`src/sv/frpm_pkg.sv`:
```
`timescale 1ns / 1ps
`default_nettype none

package frpm_pkg;

   localparam int SAMPLE_W   = 16;
   localparam int LEVEL_W    = 16;
   localparam int SQUARE_W   = 32;
   localparam int RADICAND_W = 32;
   localparam int ROOT_STEPS = RADICAND_W / 2;
   localparam int ROOT_REM_W = LEVEL_W + 4;

   typedef struct packed {
      logic signed [SAMPLE_W-1:0] sample;
      logic                       last_in_frame;
      logic                       clear_max;
   } frpm_req_type;

   typedef struct packed {
      logic [LEVEL_W-1:0] frame_rms;
      logic [LEVEL_W-1:0] frame_peak;
      logic [LEVEL_W-1:0] max_rms;
      logic [LEVEL_W-1:0] max_peak;
   } frpm_rsp_type;

endpackage

`default_nettype wire

```
`src/sv/frame_rms_peak_meter.sv`:
```
`timescale 1ns / 1ps
`default_nettype none

// Audio level meter. Push signed 16-bit samples; each is squared and summed
// and its magnitude (-32768 reads as 32768) feeds the frame peak. A frame
// closes on a sample with last_in_frame set or on the sample that reaches
// MAX_FRAME_SAMPLES; it then yields one transaction on the rsp side with the
// frame RMS (floor square root of floor(sum / count)), the frame peak, and
// the running maxima of both. clear_max on any sample of a frame zeroes the
// maxima before that frame's result folds in. Samples that do not close a
// frame produce no transaction. The accumulator takes one sample per
// cycle while req_full is low. Each closed frame then passes through the
// back end in order: a load step, one-bit-per-cycle restoring division,
// digit-by-digit square root, and a write of the result register. A
// two-entry frame queue sits between the accumulator and the back end;
// req_full rises only while that queue holds two closed frames, so short
// frames back-to-back throttle to the back-end rate while long frames
// stream at one sample per cycle.

module frame_rms_peak_meter #(
   parameter int MAX_FRAME_SAMPLES = 1024
) (
   input  wire                     clock,
   input  wire                     reset,
   input  wire                     req_push,
   output logic                    req_full,
   input  frpm_pkg::frpm_req_type  req_data,
   output logic                    rsp_empty,
   input  wire                     rsp_pop,
   output frpm_pkg::frpm_rsp_type  rsp_data
);
   import frpm_pkg::*;

   // count must hold the limit itself; sum grows by 2^30 per sample
   localparam int CNT_W       = $clog2(MAX_FRAME_SAMPLES + 1);
   localparam int SUM_W       = SQUARE_W - 2 + CNT_W;
   localparam int REC_W       = SUM_W + CNT_W + LEVEL_W + 1;
   localparam int QUEUE_DEPTH = 2;

   logic                 accept;
   logic                 f_push;
   logic [SUM_W-1:0]     f_sum;
   logic [CNT_W-1:0]     f_count;
   logic [LEVEL_W-1:0]   f_peak;
   logic                 f_clear;
   logic                 q_full, q_empty, q_pop;
   logic [REC_W-1:0]     q_wdata, q_rdata;
   logic [SUM_W-1:0]     b_sum;
   logic [CNT_W-1:0]     b_count;
   logic [LEVEL_W-1:0]   b_peak;
   logic                 b_clear;

   // hold every sample off while the frame queue is full
   assign req_full = q_full;
   assign accept   = req_push && !q_full;

   // front: accumulate squares, count, peak and the pending clear
   frpm_front #(
      .MAX_FRAME_SAMPLES(MAX_FRAME_SAMPLES),
      .CNT_W            (CNT_W),
      .SUM_W            (SUM_W)
   ) u_front (
      .clock    (clock),
      .reset    (reset),
      .accept   (accept),
      .req      (req_data),
      .rec_push (f_push),
      .rec_sum  (f_sum),
      .rec_count(f_count),
      .rec_peak (f_peak),
      .rec_clear(f_clear)
   );

   // pack one closed frame per queue entry
   assign q_wdata = {f_sum, f_count, f_peak, f_clear};
   assign {b_sum, b_count, b_peak, b_clear} = q_rdata;

   frpm_fifo #(
      .DATA_W(REC_W),
      .DEPTH (QUEUE_DEPTH)
   ) u_queue (
      .clock    (clock),
      .reset    (reset),
      .push     (f_push),
      .push_data(q_wdata),
      .full     (q_full),
      .pop      (q_pop),
      .pop_data (q_rdata),
      .empty    (q_empty)
   );

   // back: divide, square root, fold into maxima, drive the result register
   frpm_back #(
      .CNT_W(CNT_W),
      .SUM_W(SUM_W)
   ) u_back (
      .clock    (clock),
      .reset    (reset),
      .rec_valid(!q_empty),
      .rec_pop  (q_pop),
      .rec_sum  (b_sum),
      .rec_count(b_count),
      .rec_peak (b_peak),
      .rec_clear(b_clear),
      .rsp_empty(rsp_empty),
      .rsp_pop  (rsp_pop),
      .rsp_data (rsp_data)
   );

endmodule

`default_nettype wire

```
`src/sv/frpm_front.sv`:
```
`timescale 1ns / 1ps
`default_nettype none

module frpm_front #(
   parameter int MAX_FRAME_SAMPLES = 1024,
   parameter int CNT_W             = 11,
   parameter int SUM_W             = 41
) (
   input  wire                           clock,
   input  wire                           reset,
   input  wire                           accept,
   input  frpm_pkg::frpm_req_type        req,
   output logic                          rec_push,
   output logic [SUM_W-1:0]              rec_sum,
   output logic [CNT_W-1:0]              rec_count,
   output logic [frpm_pkg::LEVEL_W-1:0]  rec_peak,
   output logic                          rec_clear
);
   import frpm_pkg::*;

   logic [SUM_W-1:0]   sum_ff,   sum_in;
   logic [CNT_W-1:0]   cnt_ff,   cnt_in;
   logic [LEVEL_W-1:0] peak_ff,  peak_in;
   logic               clr_ff,   clr_in;

   logic [LEVEL_W-1:0]  mag;
   logic [SQUARE_W-1:0] square;
   logic [SUM_W-1:0]    sum_next;
   logic [CNT_W-1:0]    cnt_next;
   logic [LEVEL_W-1:0]  peak_next;
   logic                clr_next;
   logic                close;

   always_comb begin
      // two's complement negate keeps -32768 as 32768 in an unsigned view
      mag       = req.sample[SAMPLE_W-1] ? LEVEL_W'(-req.sample) : LEVEL_W'(req.sample);
      square    = SQUARE_W'(mag) * SQUARE_W'(mag);
      sum_next  = sum_ff + SUM_W'(square);
      cnt_next  = cnt_ff + CNT_W'(1);
      peak_next = (mag > peak_ff) ? mag : peak_ff;
      clr_next  = clr_ff | req.clear_max;
      close     = req.last_in_frame || (cnt_next == CNT_W'(MAX_FRAME_SAMPLES));

      rec_push  = accept && close;
      rec_sum   = sum_next;
      rec_count = cnt_next;
      rec_peak  = peak_next;
      rec_clear = clr_next;

      sum_in  = sum_ff;
      cnt_in  = cnt_ff;
      peak_in = peak_ff;
      clr_in  = clr_ff;
      if (accept) begin
         if (close) begin
            sum_in  = '0;
            cnt_in  = '0;
            peak_in = '0;
            clr_in  = 1'b0;
         end else begin
            sum_in  = sum_next;
            cnt_in  = cnt_next;
            peak_in = peak_next;
            clr_in  = clr_next;
         end
      end
   end

   always_ff @(posedge clock) begin
      if (reset) begin
         sum_ff  <= '0;
         cnt_ff  <= '0;
         peak_ff <= '0;
         clr_ff  <= 1'b0;
      end else begin
         sum_ff  <= sum_in;
         cnt_ff  <= cnt_in;
         peak_ff <= peak_in;
         clr_ff  <= clr_in;
      end
   end

endmodule

`default_nettype wire

```
`src/sv/frpm_fifo.sv`:
```
`timescale 1ns / 1ps
`default_nettype none

module frpm_fifo #(
   parameter int DATA_W = 8,
   parameter int DEPTH  = 2
) (
   input  wire               clock,
   input  wire               reset,
   input  wire               push,
   input  wire  [DATA_W-1:0] push_data,
   output logic              full,
   input  wire               pop,
   output logic [DATA_W-1:0] pop_data,
   output logic              empty
);
   localparam int PTR_W = (DEPTH > 1) ? $clog2(DEPTH) : 1;
   localparam int CNT_W = $clog2(DEPTH + 1);

   logic [DATA_W-1:0] mem [DEPTH];
   logic [PTR_W-1:0]  wr_ptr_ff, wr_ptr_in;
   logic [PTR_W-1:0]  rd_ptr_ff, rd_ptr_in;
   logic [CNT_W-1:0]  cnt_ff,    cnt_in;
   logic              do_push, do_pop;

   function automatic logic [PTR_W-1:0] ptr_advance(input logic [PTR_W-1:0] p);
      ptr_advance = (p == PTR_W'(DEPTH - 1)) ? '0 : p + PTR_W'(1);
   endfunction

   always_comb begin
      full     = (cnt_ff == CNT_W'(DEPTH));
      empty    = (cnt_ff == '0);
      do_push  = push && !full;
      do_pop   = pop && !empty;
      pop_data = mem[rd_ptr_ff];

      wr_ptr_in = do_push ? ptr_advance(wr_ptr_ff) : wr_ptr_ff;
      rd_ptr_in = do_pop  ? ptr_advance(rd_ptr_ff) : rd_ptr_ff;
      cnt_in    = cnt_ff;
      if (do_push && !do_pop) begin
         cnt_in = cnt_ff + CNT_W'(1);
      end else if (do_pop && !do_push) begin
         cnt_in = cnt_ff - CNT_W'(1);
      end
   end

   always_ff @(posedge clock) begin
      if (do_push) begin
         mem[wr_ptr_ff] <= push_data;
      end
   end

   always_ff @(posedge clock) begin
      if (reset) begin
         wr_ptr_ff <= '0;
         rd_ptr_ff <= '0;
         cnt_ff    <= '0;
      end else begin
         wr_ptr_ff <= wr_ptr_in;
         rd_ptr_ff <= rd_ptr_in;
         cnt_ff    <= cnt_in;
      end
   end

endmodule

`default_nettype wire

```
`src/sv/frpm_back.sv`:
```
`timescale 1ns / 1ps
`default_nettype none

module frpm_back #(
   parameter int CNT_W = 11,
   parameter int SUM_W = 41
) (
   input  wire                           clock,
   input  wire                           reset,
   input  wire                           rec_valid,
   output logic                          rec_pop,
   input  wire  [SUM_W-1:0]              rec_sum,
   input  wire  [CNT_W-1:0]              rec_count,
   input  wire  [frpm_pkg::LEVEL_W-1:0]  rec_peak,
   input  wire                           rec_clear,
   output logic                          rsp_empty,
   input  wire                           rsp_pop,
   output frpm_pkg::frpm_rsp_type        rsp_data
);
   import frpm_pkg::*;

   localparam int STEP_W = $clog2(SUM_W);

   localparam logic [1:0] ST_IDLE = 2'd0;
   localparam logic [1:0] ST_DIV  = 2'd1;
   localparam logic [1:0] ST_ROOT = 2'd2;
   localparam logic [1:0] ST_DONE = 2'd3;

   logic [1:0]            state_ff,   state_in;
   logic [STEP_W-1:0]     step_ff,    step_in;
   logic [SUM_W-1:0]      quo_ff,     quo_in;
   logic [CNT_W-1:0]      drem_ff,    drem_in;
   logic [CNT_W-1:0]      divisor_ff, divisor_in;
   logic [RADICAND_W-1:0] rad_ff,     rad_in;
   logic [ROOT_REM_W-3:0] rrem_ff,    rrem_in;
   logic [LEVEL_W-1:0]    root_ff,    root_in;
   logic [LEVEL_W-1:0]    peak_ff,    peak_in;
   logic                  clr_ff,     clr_in;
   logic [LEVEL_W-1:0]    max_rms_ff, max_rms_in;
   logic [LEVEL_W-1:0]    max_pk_ff,  max_pk_in;
   logic                  out_vld_ff, out_vld_in;
   frpm_rsp_type          out_ff,     out_in;

   logic [CNT_W:0]        dtrial;
   logic                  dbit;
   logic [SUM_W-1:0]      quo_step;
   logic [SUM_W+RADICAND_W-1:0] quo_wide;
   logic [ROOT_REM_W-1:0] rtrial, rsub;
   logic                  rbit;
   logic [LEVEL_W-1:0]    base_rms, base_pk;
   logic                  slot_free;

   always_comb begin
      // one restoring-division bit per cycle
      dtrial   = {drem_ff, quo_ff[SUM_W-1]};
      dbit     = (dtrial >= {1'b0, divisor_ff});
      quo_step = {quo_ff[SUM_W-2:0], dbit};
      quo_wide = {{RADICAND_W{1'b0}}, quo_step};

      // one root digit per cycle, two radicand bits consumed
      rtrial = {rrem_ff, rad_ff[RADICAND_W-1 -: 2]};
      rsub   = {2'b00, root_ff, 2'b01};
      rbit   = (rtrial >= rsub);

      base_rms  = clr_ff ? '0 : max_rms_ff;
      base_pk   = clr_ff ? '0 : max_pk_ff;
      slot_free = !out_vld_ff || rsp_pop;

      rsp_empty = !out_vld_ff;
      rsp_data  = out_ff;
      rec_pop   = (state_ff == ST_IDLE) && rec_valid;

      state_in   = state_ff;
      step_in    = step_ff;
      quo_in     = quo_ff;
      drem_in    = drem_ff;
      divisor_in = divisor_ff;
      rad_in     = rad_ff;
      rrem_in    = rrem_ff;
      root_in    = root_ff;
      peak_in    = peak_ff;
      clr_in     = clr_ff;
      max_rms_in = max_rms_ff;
      max_pk_in  = max_pk_ff;
      out_in     = out_ff;
      out_vld_in = out_vld_ff && !rsp_pop;

      case (state_ff)
         ST_IDLE: begin
            if (rec_valid) begin
               quo_in     = rec_sum;
               drem_in    = '0;
               divisor_in = rec_count;
               peak_in    = rec_peak;
               clr_in     = rec_clear;
               step_in    = STEP_W'(SUM_W - 1);
               state_in   = ST_DIV;
            end
         end
         ST_DIV: begin
            quo_in  = quo_step;
            drem_in = dbit ? CNT_W'(dtrial - {1'b0, divisor_ff}) : CNT_W'(dtrial);
            if (step_ff == '0) begin
               // mean square fits the radicand, drop the empty high bits
               rad_in   = quo_wide[RADICAND_W-1:0];
               rrem_in  = '0;
               root_in  = '0;
               step_in  = STEP_W'(ROOT_STEPS - 1);
               state_in = ST_ROOT;
            end else begin
               step_in = step_ff - STEP_W'(1);
            end
         end
         ST_ROOT: begin
            rad_in  = {rad_ff[RADICAND_W-3:0], 2'b00};
            rrem_in = rbit ? (ROOT_REM_W-2)'(rtrial - rsub) : (ROOT_REM_W-2)'(rtrial);
            root_in = {root_ff[LEVEL_W-2:0], rbit};
            if (step_ff == '0) begin
               state_in = ST_DONE;
            end else begin
               step_in = step_ff - STEP_W'(1);
            end
         end
         ST_DONE: begin
            if (slot_free) begin
               max_rms_in        = (root_ff > base_rms) ? root_ff : base_rms;
               max_pk_in         = (peak_ff > base_pk) ? peak_ff : base_pk;
               out_in.frame_rms  = root_ff;
               out_in.frame_peak = peak_ff;
               out_in.max_rms    = max_rms_in;
               out_in.max_peak   = max_pk_in;
               out_vld_in        = 1'b1;
               state_in          = ST_IDLE;
            end
         end
         default: begin
            state_in = ST_IDLE;
         end
      endcase
   end

   always_ff @(posedge clock) begin
      if (reset) begin
         state_ff   <= ST_IDLE;
         max_rms_ff <= '0;
         max_pk_ff  <= '0;
         out_vld_ff <= 1'b0;
      end else begin
         state_ff   <= state_in;
         max_rms_ff <= max_rms_in;
         max_pk_ff  <= max_pk_in;
         out_vld_ff <= out_vld_in;
      end
   end

   always_ff @(posedge clock) begin
      step_ff    <= step_in;
      quo_ff     <= quo_in;
      drem_ff    <= drem_in;
      divisor_ff <= divisor_in;
      rad_ff     <= rad_in;
      rrem_ff    <= rrem_in;
      root_ff    <= root_in;
      peak_ff    <= peak_in;
      clr_ff     <= clr_in;
      out_ff     <= out_in;
   end

endmodule

`default_nettype wire
```
`config.mk`:
```
export PLATFORM = sky130hd
export DESIGN_NAME = frame_rms_peak_meter
export DESIGN_NICKNAME = d
export VERILOG_FILES = /design/src/sv/frpm_pkg.sv /design/src/sv/frame_rms_peak_meter.sv /design/src/sv/frpm_front.sv /design/src/sv/frpm_fifo.sv /design/src/sv/frpm_back.sv
export SDC_FILE = /design/constraint.sdc
export NUM_CORES = 1
export LEC_CHECK = 0
export CORE_ASPECT_RATIO = 2
export CORE_UTILIZATION = 30
export DETAILED_ROUTE_END_ITERATION = 7
export DONT_BUFFER_PORTS = 1
export SETUP_SLACK_MARGIN = 0.2
export SLEW_MARGIN = 40
export SYNTH_ARGS = -nofsm -noshare
export SYNTH_HDL_FRONTEND = slang
export SYNTH_SLANG_ARGS = --single-unit
```
`constraint.sdc`:
```
create_clock -name clock -period 17.87 [get_ports clock]
set_clock_uncertainty 0.05 [all_clocks]
set_input_delay 2.6805 -clock clock [delete_from_list [all_inputs] [get_ports clock]]
set_output_delay 2.6805 -clock clock [all_outputs]
set_load 0.01 [all_outputs]
```
== Word-level counts from Yosys, hierarchy flattened ==
Memories as Yosys holds them, arrays and structs flattened. A register that Yosys moved wholly into a read port is not among the register bits.
Index checks and enable logic that the tools add are counted.
Operators by class
  magnitude comparators: 5
  bitwise operators: 2
  muxes and demuxes: 41
  eq/ne operators: 10
  multiply operators: 1
  $add $sub $neg: 10
  reductions and logical operators: 29
Operators with widths (number)
  2-to-1 mux 16 bit: 8
  2-to-1 mux 41 bit: 2
  case mux 41 bit (2 select lines): 1
  case mux 32 bit (2 select lines): 1
  > comparator 16 bit: 3
  adder 41 x 32 -> 41 bit: 1
  2-to-1 mux 18 bit: 2
  case mux 18 bit (2 select lines): 1
  2-to-1 mux 11 bit: 3
  multiplier 16 x 16 -> 32 bit: 1
  2-to-1 mux 32 bit: 1
  case mux 16 bit (2 select lines): 1
  case mux 11 bit (2 select lines): 1
  greater-or-equal comparator 20 x 18 -> 1 bit: 1
  2-to-1 mux 6 bit: 3
  case mux 6 bit (3 select lines): 1
  subtractor 18 bit: 1
  negator 16 bit: 1
  greater-or-equal comparator 12 x 11 -> 1 bit: 1
  2-to-1 mux 2 bit: 6
  adder 11 x 1 -> 11 bit, second input constant: 1
  equality test 11 bit, second input constant: 1
  subtractor 11 bit: 1
  2-to-1 mux 1 bit: 9
  other kinds (21): 46
Word-level totals
  RAM bits: 138
  register bits: 324
  input port bits: 22
  memories: 1
  logic and storage cells: 123
  output and inout port bits: 66
Memory list
  u_queue.mem: depth 2, width 69, read ports 1, clocked after memory_dff 1, wr ports 1, RTL line frpm_fifo.sv:20  | logic [DATA_W-1:0] mem [DEPTH];

== Longest topological paths before layout ==
  depth after elaboration: 9
  gate-level depth with buffers: 32
  mapped depth without buffers: 31

== Cells and area by module ==
From an unflattened synthesis, not the netlist that was laid out.
Second synthesis, totals
  cell total of the unflattened synthesis: 2645
  area total of the unflattened synthesis: 29308.1 sq um
Modules (own cells, without submodules)
  frpm_back: instances 1, cells each 983, area each 12119.1 sq um, sequential area each 7186.9 sq um
  frpm_front: instances 1, cells each 1420, area each 11936.4 sq um, sequential area each 1381.3 sq um
  frpm_fifo: instances 1, cells each 240, area each 5235.0 sq um, sequential area each 4244.1 sq um
  frame_rms_peak_meter: instances 1, cells each 2, area each 17.5 sq um, sequential area each 0.0 sq um

== Worst setup path before layout ==
OpenSTA, ideal clock, no wires.
  path type: in2reg
  start: input req_data[6] in the netlist's numbering
  end: register u_front.sum_ff[38]
  required time: 17.746 ns
  path buffers: 2
  stages: 28
  library setup time: 0.074 ns
  arrival time: 10.253 ns
  slack: 7.492 ns
  path through: or4_4 > or3_4 > or4_4 > o31a_1 > xnor2_4 > inv_2 > buf_6 > nand2_1 > fa_1 > inv_1 > fa_1 > fa_1 > fa_1 > fa_1 > inv_1 > fa_1 > inv_1 > ha_1 > clkbuf_1 > o211ai_1 > nor3_1 > nand4_1 > a21oi_1 > o211ai_1 > a21oi_1 > nand3_1 > or3_1 > a31oi_1
On the way
  word-level cells in the longest chain between the ends: 5
RTL lines
  start: declaration: RTL line frame_rms_peak_meter.sv:27  | input frpm_pkg::frpm_req_type req_data,
  negator 16 bit: RTL line frpm_front.sv:36  | mag = req.sample[SAMPLE_W-1] ? LEVEL_W'(-req.sample) : LEVEL_W'(req.sample);
  2-to-1 mux 16 bit (*): RTL line frpm_front.sv:36
  multiplier 16 x 16 -> 32 bit (*): RTL line frpm_front.sv:37  | square = SQUARE_W'(mag) * SQUARE_W'(mag);
  adder 41 x 32 -> 41 bit (*): RTL line frpm_front.sv:38  | sum_next = sum_ff + SUM_W'(square);
  2-to-1 mux 41 bit (*): RTL line frpm_front.sv:55  | if (close) begin
  end signal: assignment: RTL line frpm_front.sv:76  | sum_ff <= sum_in;
  end: declaration: RTL line frpm_front.sv:21  | logic [SUM_W-1:0] sum_ff, sum_in;
Every way passes the cells marked *; elsewhere a longest branch is shown, timed or not.
A chain may end at the register's enable or synchronous reset.

== Worst setup path in the final report ==
  start: input req_data[2] in the netlist's numbering
  end: register u_front.sum_ff[38]
The elaborated chain is that of the path after synthesis.

==> results.md <==
- Clock tree buffer depth: 3
- Tot GR Track Use: 0.141
- Via density: 4.76
- Max-Cap Viols: 0
- Critical path peak fanout: 20
- Number of synthesized flops with an enable pin: 354
- First-pass GRT wire length: about 110000 um
- Starting Density: 0.303
- Endpoints failing hold: 0
- Critical path endpoint category: register
- Synthesis Warnings: 0
- CTS tree: done
- Top-area cell type share of the netlist area: 0.360
- Post-DP HPWL: 53900 um
- Pin count of the biggest net entering global routing: 95
- Rel. slew slack: 0.433
- Ys async rst share: 0
- HP Class: reg -> reg
- Vias in the first global route: 20362
- DIE HEIGHT: approximately 450 um
- Root Driver: clkbuf_16
- Fmax: 91.5 MHz
- Worst slew pin tran: 844 ps
- Synth top cells by count: inv_1, edfxtp_1, nor2_1, fa_1, ha_1
- Most used cell, CP: fa_1
- Distinct cell type count after synthesis: 78
- Final setup fails: 0
- Outcome: finished, final reports clean
- R2R Setup Slk: 12080 ps
- Max H-tree Level: 2
- Number of I/O pins: 88
- Nets: 3116
- Worst-skew pair later-pin latency: 590 ps
- Critical path class: in -> reg
- Syn Inst Count: 2726
- Post-CTS sizing: 0
- Period utilization: 0.612
- Die Area: 99700 um2
- Synth-to-Final Area Change: 10.7%
- Mean Syn Cell Area: 10.8 um2
- CP max stage delay: between 700 and 800 ps
- Top-count cell post-synth: inv_1
- Worst EP arrival: 11400 ps
- Clk pin slew, worst setup/hold paths: 70 ps
- # diodes: 0
- Post-CTS Setup Bufs: 0
- Wirelength per Cell: ~17 um
- RSZ-0062 raised after global routing: no
- Synth Flop Type: edfxtp_1
- Die W: around 220 um
- Antenna-violating nets left: 0
- Final setup TNS: 0 ps
- Yosys top cell by area: edfxtp_1
- Hold_buf cts: 0
- Layout cells sized above 1: 0.0781
- Via total after detailed routing: between 15000 and 20000
- Floorplan row count: 162
- Worst endpoint required time: 18340 ps
- # port buffers: 0
- Most area-consuming cells after synthesis: edfxtp_1, fa_1, ha_1, dfxtp_1, inv_1
- Placer congestion estimate: 0.863
- Total Wirelength: 69900 um
- Overflow after GRT: 0
- Sequential share of the synthesized area: 0.434
- Seq cells post-synth: 463
- Tmin final: 10930 ps
- Slowest library cell on the worst path: clkinv_1
- Startpoint Class: primary input
- Pre-antenna DRT Iters: 5
- Core area: slightly below 100000 um2
- # DRC: 0
- CTS sink count: 463
- Cell area after synthesis: 29500 um2
- Final Slew Violations: 0
- Detailed Route Iter0 Violations: just over 800
- Initial antenna violation count: 0
- Inserted Clock Buffers: 42
[kinds of logic after synthesis]
kind of cell	share of synthesized area
other cells	0.000254
xor+xnor	0.0280
flops	0.434
mux	0.0525
fa+ha+maj	0.214
compound gates	0.0979
buf+inv	0.0719
simple gates	0.101
[flip-flops by register name, indices dropped and copies added, names as in the netlist, 11 cells and up, named ones only]
register and count:
u_back.peak_ff 16, u_back.quo_ff 41, u_back.root_ff 16, u_back.rrem_ff 18
u_back.rsp_data 64, u_back.rad_ff 32, u_back.drem_ff 11, u_front.cnt_ff 11
u_queue.mem 138, u_back.max_rms_ff 16, u_back.divisor_ff 11, u_back.max_pk_ff 16
u_front.sum_ff 41, u_front.peak_ff 16
[worst max-delay path, delay by kind of cell]
kind,cells,cell delay [ps]
buffers and inverters,6,1480
adder cells (fa/ha/maj),8,3740
XOR/XNOR,1,370
AO/OA/AOI/OAI,5,1230
AND/OR/NAND/NOR,7,1900
[cell type report]
| class | instances | area, um2 |
|---|---|---|
| Clock buffer | 52 | 1140 |
| Clock inverter | 26 | 352 |
| Fill cell | 9740 | 64800 |
| Inverter | 449 | 1690 |
| Multi-Input combinational cell | 1714 | 14700 |
| Sequential cell | 463 | 12800 |
| Tap cell | 1312 | 1640 |
| Timing Repair Buffer | 36 | 305 |
[layer usage]
layer  vias up  part of all wire  track usage
met5         -                 0            0
met4         0             0.055       0.0763
met3       181             0.028       0.0149
met2       380              0.57        0.287
met1      9529              0.35        0.135
li1       9183                 -            -
[final timing paths]
kind | startpoint | endpoint | cells after the start
max reg2reg | u_front.sum_ff[10] | u_queue.mem[1][59] | 16
min reg2reg | u_front.sum_ff[6] | u_front.sum_ff[6] | 2
min | u_front.sum_ff[6] | u_front.sum_ff[6] | 2
max | req_data[2] | u_front.sum_ff[38] | 27
[cells in the final DEF (no fill, tap or decap), types with 26 or more instances in the layout]
cell type	count
a211oi_1	31
a21o_1	36
a21oi_1	113
a22o_1	26
buf_4	32
clkbuf_16	43
dfxtp_1	108
edfxtp_1	354
fa_1	195
ha_1	191
inv_1	439
mux2_2	63
mux2i_1	84
nand2_1	182
nand3_1	51
nor2_1	198
nor2b_1	34
nor3_1	36
o21ai_0	95
xnor2_1	51
xor2_1	30
[metrics by stage]
stage / worst slack [ps] / util / hold WS (ps) / instance area (um2) / std cells
final: 6940 / 0.335 / 407 / 32700 / 4052
after CTS: 6990 / 0.335 / 406 / 32600 / 4051
after global placement: 6490 / 0.319 / 388 / 31100 / 3972
after global routing: 6570 / 0.335 / 414 / 32700 / 4052
after detailed placement: 6330 / 0.319 / 395 / 31100 / 3973
after floorplan: 7490 / - / 382 / 29500 / 2735
Power is left out: the tool's default activity adds up to more than one toggle a clock period on the data nets, which glitch-free logic cannot reach.
